==> src/rtl/nsqrt_pkg.sv <==
// ----------------------------------------------------------------------------
// nsqrt_pkg
// Shared widths and constants for the eight-lane Newton square root.
// ----------------------------------------------------------------------------
package nsqrt_pkg;

  localparam int unsigned Lanes       = 8;
  localparam int unsigned DefMaxIter  = 32;
  localparam int unsigned DefFracBits = 16;

  localparam int unsigned ValueW = 32;
  localparam int unsigned RootW  = 24;
  localparam int unsigned TolW   = 16;

  localparam logic [TolW-1:0] TolReset = 16'd7;

  typedef enum logic [1:0] {
    ST_IDLE,
    ST_DIV,
    ST_CHECK,
    ST_OUT
  } state_e;

endpackage

==> src/rtl/nsqrt_lane.sv <==
// ----------------------------------------------------------------------------
// nsqrt_lane
// One lane: holds radicand and guess, runs one restoring-division Newton step
// per load or start pulse, one quotient bit per cycle while div_step_i is high.
// ----------------------------------------------------------------------------
module nsqrt_lane import nsqrt_pkg::*; #(
  parameter int unsigned FracBits = DefFracBits
) (
  input  logic              clk_i,
  input  logic              rst_ni,
  input  logic              load_i,
  input  logic [ValueW-1:0] value_i,
  input  logic              start_i,
  input  logic              div_step_i,
  input  logic              finish_i,
  input  logic [TolW-1:0]   tol_i,
  output logic              conv_o,
  output logic [RootW-1:0]  root_o
);

  localparam int unsigned NumW = ValueW + FracBits;
  localparam int unsigned XW   = NumW;

  logic [ValueW-1:0] v_q;
  logic [XW-1:0]     x_q, x_d;
  logic [NumW-1:0]   num_q, quo_q;
  logic [XW-1:0]     rem_q;
  logic [XW:0]       rem_sh;
  logic              zero;
  logic [XW:0]       sum;
  logic [XW-1:0]     diff;

  assign zero   = (v_q == '0);
  assign rem_sh = {rem_q, num_q[NumW-1]};
  assign sum    = {1'b0, x_q} + {1'b0, quo_q};
  assign x_d    = (sum[XW:1] == '0) ? XW'(1) : sum[XW:1];
  // change between the current guess and the one this step produces
  assign diff   = (x_q >= x_d) ? x_q - x_d : x_d - x_q;
  assign conv_o = zero || (diff < XW'(tol_i));
  assign root_o = (x_q > XW'({RootW{1'b1}})) ? {RootW{1'b1}} : x_q[RootW-1:0];

  always_ff @(posedge clk_i or negedge rst_ni) begin
    if (!rst_ni) begin
      v_q <= '0;
      x_q <= '0;
    end else if (load_i) begin
      v_q <= value_i;
      if (value_i == '0) x_q <= '0;
      else if (value_i[ValueW-1:1] == '0) x_q <= XW'(1);
      else x_q <= XW'(value_i[ValueW-1:1]);
    end else if (finish_i && !zero) begin
      x_q <= x_d;
    end
  end

  // restoring division of (v << FracBits) by x
  always_ff @(posedge clk_i or negedge rst_ni) begin
    if (!rst_ni) begin
      num_q <= '0;
      rem_q <= '0;
      quo_q <= '0;
    end else if (load_i) begin
      num_q <= NumW'(value_i) << FracBits;
      rem_q <= '0;
      quo_q <= '0;
    end else if (start_i) begin
      num_q <= NumW'(v_q) << FracBits;
      rem_q <= '0;
      quo_q <= '0;
    end else if (div_step_i) begin
      num_q <= num_q << 1;
      if (rem_sh >= {1'b0, x_q}) begin
        rem_q <= XW'(rem_sh - {1'b0, x_q});
        quo_q <= {quo_q[NumW-2:0], 1'b1};
      end else begin
        rem_q <= rem_sh[XW-1:0];
        quo_q <= {quo_q[NumW-2:0], 1'b0};
      end
    end
  end

endmodule

==> config.mk <==
export PLATFORM = sky130hd
export DESIGN_NAME = nsqrt_lane
export DESIGN_NICKNAME = d
export VERILOG_FILES = /design/src/rtl/nsqrt_pkg.sv /design/src/rtl/nsqrt_lane.sv
export SDC_FILE = /design/constraint.sdc
export NUM_CORES = 1
export LEC_CHECK = 0
export BUFFER_PORTS_ARGS = -buffer_cell sky130_fd_sc_hd__buf_2
export CAP_MARGIN = 20
export CORE_MARGIN = 5
export CORE_UTILIZATION = 35
export DETAILED_ROUTE_END_ITERATION = 12
export GPL_TIMING_DRIVEN = 1
export SYNTH_ARGS = -nofsm -noshare
export SYNTH_HDL_FRONTEND = slang
export SYNTH_SLANG_ARGS = --single-unit
==> constraint.sdc <==
create_clock -name clk_i -period 21.5 [get_ports clk_i]
set_input_delay 3.225 -clock clk_i [delete_from_list [all_inputs] [get_ports clk_i]]
set_output_delay 3.225 -clock clk_i [all_outputs]
set_load 0.02 [all_outputs]
# == Word-level counts from Yosys, hierarchy flattened ==
# Index checks and enable logic that the tools add are counted.
# word_totals
register_bits,224
inputBits,54
output_inout_bits,25
wordCells,40
# op_classes
addsub,4
order_cmp,4
muxes,18
n_reduce_logical,9
# ops
cell,count
48-bit two-way mux,15
48-bit subtractor,3
32-bit logical NOT,2
48-bit by 48-bit adder with 49-bit output,1
49-bit by 48-bit greater-or-equal comparator with 1-bit output,1
48-bit greater-or-equal comparator,1
48-bit by 24-bit > comparator with 1-bit output (second input constant),1
48-bit logical NOT,1
48-bit by 16-bit less-than comparator with 1-bit output,1
31-bit logical NOT,1
31-bit two-way mux,1
24-bit two-way mux,1
3-bit nonzero test,1
2-bit nonzero test,1
1-bit logical AND,1
1-bit logical NOT,1
1-bit logical OR,1
1-bit two-way mux,1

# == Longest topological paths before layout ==
# Gate-level depths: netlist (run 1).
# logic_depth
ltp_word,7
ltp_mapped,44

# == Worst setup path before layout (run 1) ==
# No wires, ideal clock.
# synth_path
kind,flip-flop to output port
start,reg x_q[1]
end,out conv_o
arrival_ns,8.526
t_required_ns,18.275
setup_slack_ns,9.749
path_stages_with_launch,44
path_buffers,4
path_cell_list,dfrtp_1 -> inv_1 -> fa_1 -> nand2b_1 -> a211oi_2 -> o211ai_1 -> and3_1 -> o31a_1 -> o41ai_4 -> a21oi_1 -> o311a_1 -> nor3_1 -> and4_1 -> nand4_1 -> nand2_1 -> ha_1 -> inv_1 -> fa_1 -> [... 8 more ...] -> buf_2 -> buf_2 -> clkbuf_1 -> nand2_1 -> nand2_1 -> ha_1 -> a21boi_0 -> o21a_1 -> o21a_1 -> o21ai_0 -> nand2b_1 -> a21oi_1 -> o21ai_0 -> a21oi_1 -> o21ai_0 -> a2111oi_2 -> nand4_1 -> o31ai_1
# synth_via
elab_chain_cells,7
word_cells_on_any_way,9
cone_classes,add/sub: 3; order compare: 2; mux: 2; reduce/logical: 2
# synth_rtl
item,line_no,source
start: declaration,nsqrt_lane.sv:25,"logic [XW-1:0] x_q, x_d;"
start signal: assignment,nsqrt_lane.sv:50,else x_q <= XW'(value_i[ValueW-1:1]);
48-bit by 48-bit adder with 49-bit output,nsqrt_lane.sv:35,"assign sum = {1'b0, x_q} + {1'b0, quo_q};"
48-bit logical NOT,nsqrt_lane.sv:36,assign x_d = (sum[XW:1] == '0) ? XW'(1) : sum[XW:1];
48-bit two-way mux,nsqrt_lane.sv:36,
48-bit subtractor / 48-bit greater-or-equal comparator (equally long branches),nsqrt_lane.sv:38,assign diff = (x_q >= x_d) ? x_q - x_d : x_d - x_q;
48-bit two-way mux *,nsqrt_lane.sv:38,
48-bit by 16-bit less-than comparator with 1-bit output *,nsqrt_lane.sv:39,assign conv_o = zero || (diff < XW'(tol_i));
1-bit logical OR *,nsqrt_lane.sv:39,
end: declaration,nsqrt_lane.sv:17,"output logic conv_o,"
# Every way passes the cells marked *; elsewhere a longest branch is shown, timed or not.

# == Worst setup path in the final report (run 1) ==
# Ends and elaborated chain as after synthesis.

==> key figures, run 1 <==
Critical path
  – RR Endpoint: rem_q[45]
  – Levels on crit path: 41
  – Critical path startpoint category: flip-flop
  – Buf/Inv on CP: 4
  – CP Capture Point: conv_o
  – Crit path max fanout: 26
  – Signal arrival time at the worst endpoint: 10.98 ns
  – Setup CP Type: reg2out
  – CP peak stage delay: 0.59 ns
  – Cell family with most CP delay: compound AO/OA/AOI/OAI gates
  – Slowest CP cell: o41ai_4
  – Required @ worst endpoint: 18.27 ns
  – CP startpoint: x_q[1]
  – Critical path capture point type: primary output
  – Worst R2R Start: x_q[1]
  – Reg2reg path depth: 14
  – Reg-to-reg slack, setup: 16.21 ns

Global route
  – Gr ovfl total: 0
  – First-pass GRT wire length: 114000 um
  – GRT Util Overall: 22.2%
  – Initial antenna violation count: 0
  – Largest net degree at the start of global routing: slightly below 90
  – Vias in the first global route: 19.4k

Timing
  – Fmax: 0.0704 GHz
  – Worst hold margin: 0.476 ns
  – Max_slew headroom: between 30% and 40%
  – Crit share post-route: 66.1%
  – Tightest Pin Transition: around 1.0 ns
  – Max-slew violations: 0
  – Setup TNS: 0 ns
  – Crit path time final: between 10 and 15 ns
  – Fin Clk Skew: about 0.045 ns
  – Final setup violation count: 0
  – Post-layout worst setup margin: 7.29 ns
  – RSZ-0062 raised after global routing: no
  – Final Hold Viols: 0

Clocking
  – CTS tree: yes
  – Reg clk slew, reported paths: 0.06 ns
  – Setup Fix Bufs, Post-CTS: 0
  – H-tree Lvls: 1
  – Post-CTS resize count: 0
  – Hold buffer count at CTS: 0
  – CTS Buf Count: 26
  – Clk root buf: clkbuf_16
  – CTS Sinks: 208
  – Clock tree buffer depth: 3
  – Worst-skew pair later-pin latency: 0.58 ns

Floorplan
  – Die Width: 253 um
  – Num ports: 79
  – Die ar.: between 60000 and 70000 sq um
  – Placeable Area: 58700 sq um
  – Initial core utilization: 35.1%
  – Row cnt: 89
  – Die height: 253 um

Yosys
  – Gate Count Post-Synth: 2655
  – Seq/Total Area, Yosys: 25.3%
  – Post-synthesis async set-or-reset flop share: 100%
  – Synth Net Count: 2918
  – Netlist cell types: 91
  – EDFF count, synth: 0
  – #FFs+latches synth: 208
  – Netlist Area Pre-Place: 20600 sq um
  – Post-synth top flop: dfrtp_1
  – Yosys synthesis warning count: 0
  – Syn Area/Cell: 7.76 sq um

Run status
  – Status: finished clean

Placement
  – Placed Instance Area: 21500 sq um
  – Placement Setup Slack: 7.95 ns
  – Placed cell count: between 3k and 4k
  – IO Port Bufs: 78
  – HPWL Detailed: 58000 um
  – GPL Wtd Cong: slightly below 1

Drt
  – Avg WL per Cell: around 22 um
  – DR DRC count: 0
  – Via Count: 20.4k
  – DR vias/cell: about 6.0
  – Total Wirelength: 74200 um
  – Antenna Violating Nets Remaining: 0
  – DRT Pass-1 Iters: 5
  – Iter 0 DRT Violations: a little under 2k

Finish
  – Commonest non-fill, non-tap cell in the layout: a21oi_1
  – Inserted Diodes: 0
  – Highest-count cells in the layout ignoring fill and taps: 265 x a21oi_1, 252 x nand2_1, 233 x o21ai_0
  – Final non-filler cell total: 3423
  – Final nets: just under 3k
  – Area growth syn-to-layout: 8.26%
  – Layout cell share with drive strength beyond 1: 6.30%
  – Post-layout util: about two fifths
  – Design area: 22300 sq um

Pwr
  – PD cells: ~84 nW/um^2
  – PnR Total Power: around 1.9 mW
  – Maximum vdd drop: ~0.054 mV
  – LEAKAGE: 10.7 nW

Hold path
  – Cells on Worst Hold Path: 2
  – Hold WC Path Type: reg2reg

Run
  – Max-cap viol count: 0
-- cell families (layout without fill, tap and decap cells) --
logic type	Yosys count	in the layout	share of synthesized area, %
AO/OA/AOI/OAI	983	983	31.5
XOR/XNOR	130	130	5.53
adder cells (fa/ha/maj)	209	209	12.8
buffers and inverters	352	347	6.70
flip-flops	208	208	25.3
multiplexers	28	28	1.38
AND/OR/NAND/NOR	745	745	16.8
-- worst min path at each step --
stage                         start         to
after floorplan           num_q[16]  num_q[16]
after global placement    num_q[16]  num_q[16]
after detailed placement  num_q[16]  num_q[16]
after CTS                 num_q[16]  num_q[16]
after global routing      num_q[16]  num_q[16]
final                     num_q[16]  num_q[16]
-- worst min-delay path, stage by stage, from the launching register on --
cell,delay (ns)
dfrtp_1,0.34
nand2_1,0.05
nand2_1,0.05
-- synth_stat cells, types with 38 or more instances --
| library cell | count | area (sq um) |
|---|---|---|
| a21o_1 | 108 | 811 |
| a21oi_1 | 265 | 1330 |
| a22o_1 | 76 | 666 |
| clkbuf_1 | 98 | 368 |
| dfrtp_1 | 208 | 5200 |
| ha_1 | 205 | 2560 |
| inv_1 | 213 | 800 |
| nand2_1 | 253 | 950 |
| nand3_1 | 38 | 190 |
| nand4_1 | 53 | 332 |
| nor2_1 | 214 | 803 |
| nor4_1 | 39 | 244 |
| o21ai_0 | 233 | 1170 |
| xnor2_1 | 67 | 587 |
| xor2_1 | 63 | 552 |
-- power breakdown --
group	switching, mW	total, mW	internal [mW]	leakage [nW]
combinational	0.607	0.977	0.370	7.61
clock	0.180	0.426	0.246	0.404
sequential	0.0406	0.475	0.434	2.72
total	0.828	1.88	1.05	10.7
-- cell type report --
class,instances,area [sq um]
Fill cell,6179,36400
Multi-Input combinational cell,2095,14000
Sequential cell,208,5200
Tap cell,773,967
Inverter,213,800
Clock buffer,36,718
Timing Repair Buffer,89,485
Clock inverter,9,103
-- metal layers --
metal | global-route usage (%) | vias to the layer above | part of all wire (%)
met3 | 2.02 | 99 | 5.7
met2 | 36.0 | 757 | 45
met5 | 0 | - | 0
met1 | 31.8 | 9967 | 46
met4 | 6.09 | 0 | 3.3
li1 | - | 9563 | -
-- state kept, by name, summed over array words and instances, names as in the netlist --
signal and flops:
num_q 32, quo_q 48, rem_q 48, v_q 32, x_q 48
(Power assumes the default switching activity.)
==> inputs of run 2 (changes only) <==
Settings changed: ABC_AREA set to 1.
Clock period 21.5 ns to 14.3 ns, I/O delays scaled along.
==> key figures, run 2 <==
Run status
  – Status: finished clean

Timing
  – Worst hold margin: 0.507 ns (+0.0307 ns)
  – Setup TNS: 0 ns (unchanged)
  – Crit path time final: 10.18 ns
  – Max-slew violations: 0 (unchanged)
  – Fmax: 0.0982 GHz
  – Final setup violation count: 0 (unchanged)
  – Fin Clk Skew: 0.0389 ns (-0.00599 ns)
  – Final Hold Viols: 0 (unchanged)
  – Max_slew headroom: 29.3% (-1.7 points)
  – Crit share post-route: 71.2%
  – RSZ-0062 raised after global routing: no
  – Tightest Pin Transition: 1.06 ns (+0.0258 ns)

Critical path
  – CP Capture Point: conv_o
  – Cell family with most CP delay: simple AND/OR/NAND/NOR gates
  – CP startpoint: x_q[1]
  – Worst R2R Start: x_q[1]
  – Crit path max fanout: 55 (+110%)
  – Setup CP Type: reg2out
  – Buf/Inv on CP: 5 (+1)
  – Levels on crit path: 42 (+2.4%)
  – Reg-to-reg slack, setup: 9.86 ns (-6.35 ns)
  – Critical path startpoint category: flip-flop
  – Slowest CP cell: dfrtp_1
  – CP peak stage delay: 0.55 ns (-0.04 ns)
  – RR Endpoint: rem_q[37]
  – Most used cell, CP: nand2_1
  – Required @ worst endpoint: 12.15 ns (-6.12 ns)
  – Critical path capture point type: primary output
  – Reg2reg path depth: 14 (unchanged)
  – Signal arrival time at the worst endpoint: 8.04 ns (-2.94 ns)

Floorplan
  – Row cnt: 97 (+9.0%)
  – Initial core utilization: 35.3% (+0.20 points)
  – Placeable Area: 70000 sq um (+19%)
  – Die ar.: 76100 sq um (+19%)
  – Die Width: 276 um (+9.2%)
  – Num ports: 79 (unchanged)
  – Die height: 276 um (+9.2%)

Finish
  – Commonest non-fill, non-tap cell in the layout: nand2_1
  – Design area: 26900 sq um (+21%)
  – Final non-filler cell total: 5212 (+52%)
  – Highest-count cells in the layout ignoring fill and taps: 1457 x nand2_1, 778 x inv_1, 327 x nor2_1
  – Fillers: 7977 (+29%)
  – Largest registers: quo_q: 48 flops, rem_q: 48 flops, x_q: 48 flops
  – Area growth syn-to-layout: 8.87%
  – Final nets: 4514 (+56%)
  – Layout cell share with drive strength beyond 1: 6.06% (-0.24 points)

Drt
  – DRT Pass-1 Iters: 5 (unchanged)
  – Antenna Violating Nets Remaining: 0 (unchanged)
  – Iter 0 DRT Violations: 2499 (+29%)
  – DR DRC count: 0 (unchanged)
  – Avg WL per Cell: 18.7 um (-14%)
  – Total Wirelength: 97700 um (+32%)
  – DR vias/cell: 5.15 (-14%)
  – Via Count: 26.8k (+32%)

Clocking
  – H-tree Lvls: 1 (unchanged)
  – CTS tree: yes
  – Worst-skew pair later-pin latency: 0.59 ns (about the same)
  – Clock tree buffer depth: 3 (unchanged)
  – Clk root buf: clkbuf_16
  – Reg clk slew, reported paths: 0.06 ns (about the same)
  – Hold buffer count at CTS: 0 (unchanged)
  – Setup Fix Bufs, Post-CTS: 0 (unchanged)
  – Post-CTS resize count: 0 (unchanged)
  – CTS Buf Count: 26 (unchanged)
  – CTS Sinks: 208 (unchanged)

Yosys
  – Top-count cell post-synth: nand2_1
  – Post-synthesis async set-or-reset flop share: 100% (unchanged)
  – Synth Net Count: 4479 (+53%)
  – Synth top cells by count: 1458 x nand2_1, 780 x inv_1, 328 x nor2_1, 242 x a21oi_1, 208 x dfrtp_1
  – Netlist Area Pre-Place: 24700 sq um (+20%)
  – Seq/Total Area, Yosys: 21.0% (-4.2 points)
  – #FFs+latches synth: 208 (unchanged)
  – Syn Area/Cell: 5.87 sq um (-24%)
  – Yosys top cell by area: nand2_1
  – Top-area cell type share of the netlist area: 22.1% (-3.1 points)
  – Netlist cell types: 55 (-40%)
  – Gate Count Post-Synth: 4216 (+59%)
  – Post-synth top flop: dfrtp_1
  – Synth top area cells: nand2_1 22%, dfrtp_1 21%, inv_1 12%
  – EDFF count, synth: 0 (unchanged)
  – Yosys synthesis warning count: 0 (unchanged)

Global route
  – Met2 usage: 40.4% (+4.3 points)
  – Vias in the first global route: 25.5k (+31%)
  – Met3 usage: 2.25% (+0.23 points)
  – First-pass GRT wire length: 148000 um (+29%)
  – Largest net degree at the start of global routing: 98 (+13%)
  – GRT Util Overall: 25.0% (+2.8 points)
  – GR peak layer: met2
  – GR Util met1: 34.7% (+2.9 points)
  – Initial antenna violation count: 1 (+1)
  – Gr ovfl total: 0 (unchanged)

Pwr
  – PD cells: 91.0 nW/um^2 (+8.1%)
  – Maximum vdd drop: 0.0952 mV (+76%)
  – LEAKAGE: 15.4 nW (+43%)

Run
  – Max-cap viol count: 0 (unchanged)

Placement
  – HPWL Detailed: 82700 um (+43%)
  – Placed Instance Area: 26000 sq um (+21%)
  – Placed cell count: 5163 (+53%)
  – GPL Wtd Cong: 1.00 (+3.3%)
  – IO Port Bufs: 78 (unchanged)

Hold path
  – Hold WC Path Type: reg2reg
[run 2: cell types whose count changed in the layout (fill, tap and decap cells not counted), moves of 27 or more]
cell and delta:
nand2_1 +1205, inv_1 +565, nand3_1 +124, nor2_1 +114
a21o_1 -93, a22o_1 -75, o22ai_1 +62, o21ai_0 -58
a31oi_1 +41, xnor2_1 -38, a221o_1 -37, a22oi_1 -33
nand2_2 +30, nor2_2 +27
[run 2: how the worst min path moves through the flow]
| stage | slack, ns | cells after the start | to | from |
|---|---|---|---|---|
| 2_1_floorplan | 0.46 | 2 | quo_q[47] | quo_q[47] |
| 3_3_place_gp | 0.49 | 2 | quo_q[47] | quo_q[47] |
| 3_5_place_dp | 0.49 | 2 | rem_q[17] | rem_q[17] |
| 4_1_cts | 0.51 | 2 | rem_q[20] | rem_q[20] |
| 5_1_grt | 0.53 | 2 | quo_q[47] | quo_q[47] |
| 6_report | 0.51 | 1 | num_q[16] | num_q[16] |
[run 2: final cells by class]
type                       instances  area (sq um)  share of cell area (%)
sequential                       208          5200                    19.3
timing repair buffer              89           483                    1.79
multi-input combinational       3118         16100                    59.9
clock inverter                    17           203                   0.753
tap                              940          1180                    4.37
clock buffer                      31           689                    2.56
antenna                            1          2.50                 0.00929
inverter                         808          3030                    11.3
[run 2: through the flow]
step | utilization, % | total power [mW] | setup WS, ns
finish | 38.4 | 2.45 | 4.12
global route | 38.4 | 2.62 | 3.45
floorplan | - | 1.43 | 6.84
CTS | 38.4 | 2.45 | 4.10
detailed placement | 37.2 | 1.75 | 4.73
global placement | 37.2 | 1.75 | 4.88
[run 2: worst register-to-register path, cell delays in order (launching register included)]
cell,delay (ns)
dfrtp_1,0.55
inv_1,0.25
ha_1,0.39
nand3_1,0.09
nand2_1,0.20
a21boi_2,0.12
o21ai_2,0.30
a21oi_2,0.16
o21ai_2,0.29
nand3_1,0.14
nand3_2,0.40
buf_4,0.60
inv_1,0.48
nor2_1,0.22
o21ai_0,0.09
[run 2: cell families (layout without fill, tap and decap cells)]
kind of cell / Yosys count / count (layout) / synth area share, %
DFF: 208 / 208 / 21.0
buffers and inverters: 890 / 945 / 13.8
xor gates and xnor gates: 80 / 80 / 2.95
adders and majority gates: 209 / 209 / 10.7
muxes: 1 / 1 / 0.0405
AOI/OAI and AO/OA: 666 / 666 / 15.3
other: 0 / 1 / 0
and+or+nand+nor: 2162 / 2162 / 36.1
[run 2: per-layer routing]
metal / wire, um / vias up
met3: 5360 / 169
met4: 4550 / 0
li1: - / 13400
met5: 0 / -
met2: 42900 / 812
met1: 44900 / 12500
[run 2: report_power, final]
part	internal (mW)	switching [mW]
registers	0.622	0.0270
logic	0.329	0.776
clock network	0.390	0.306
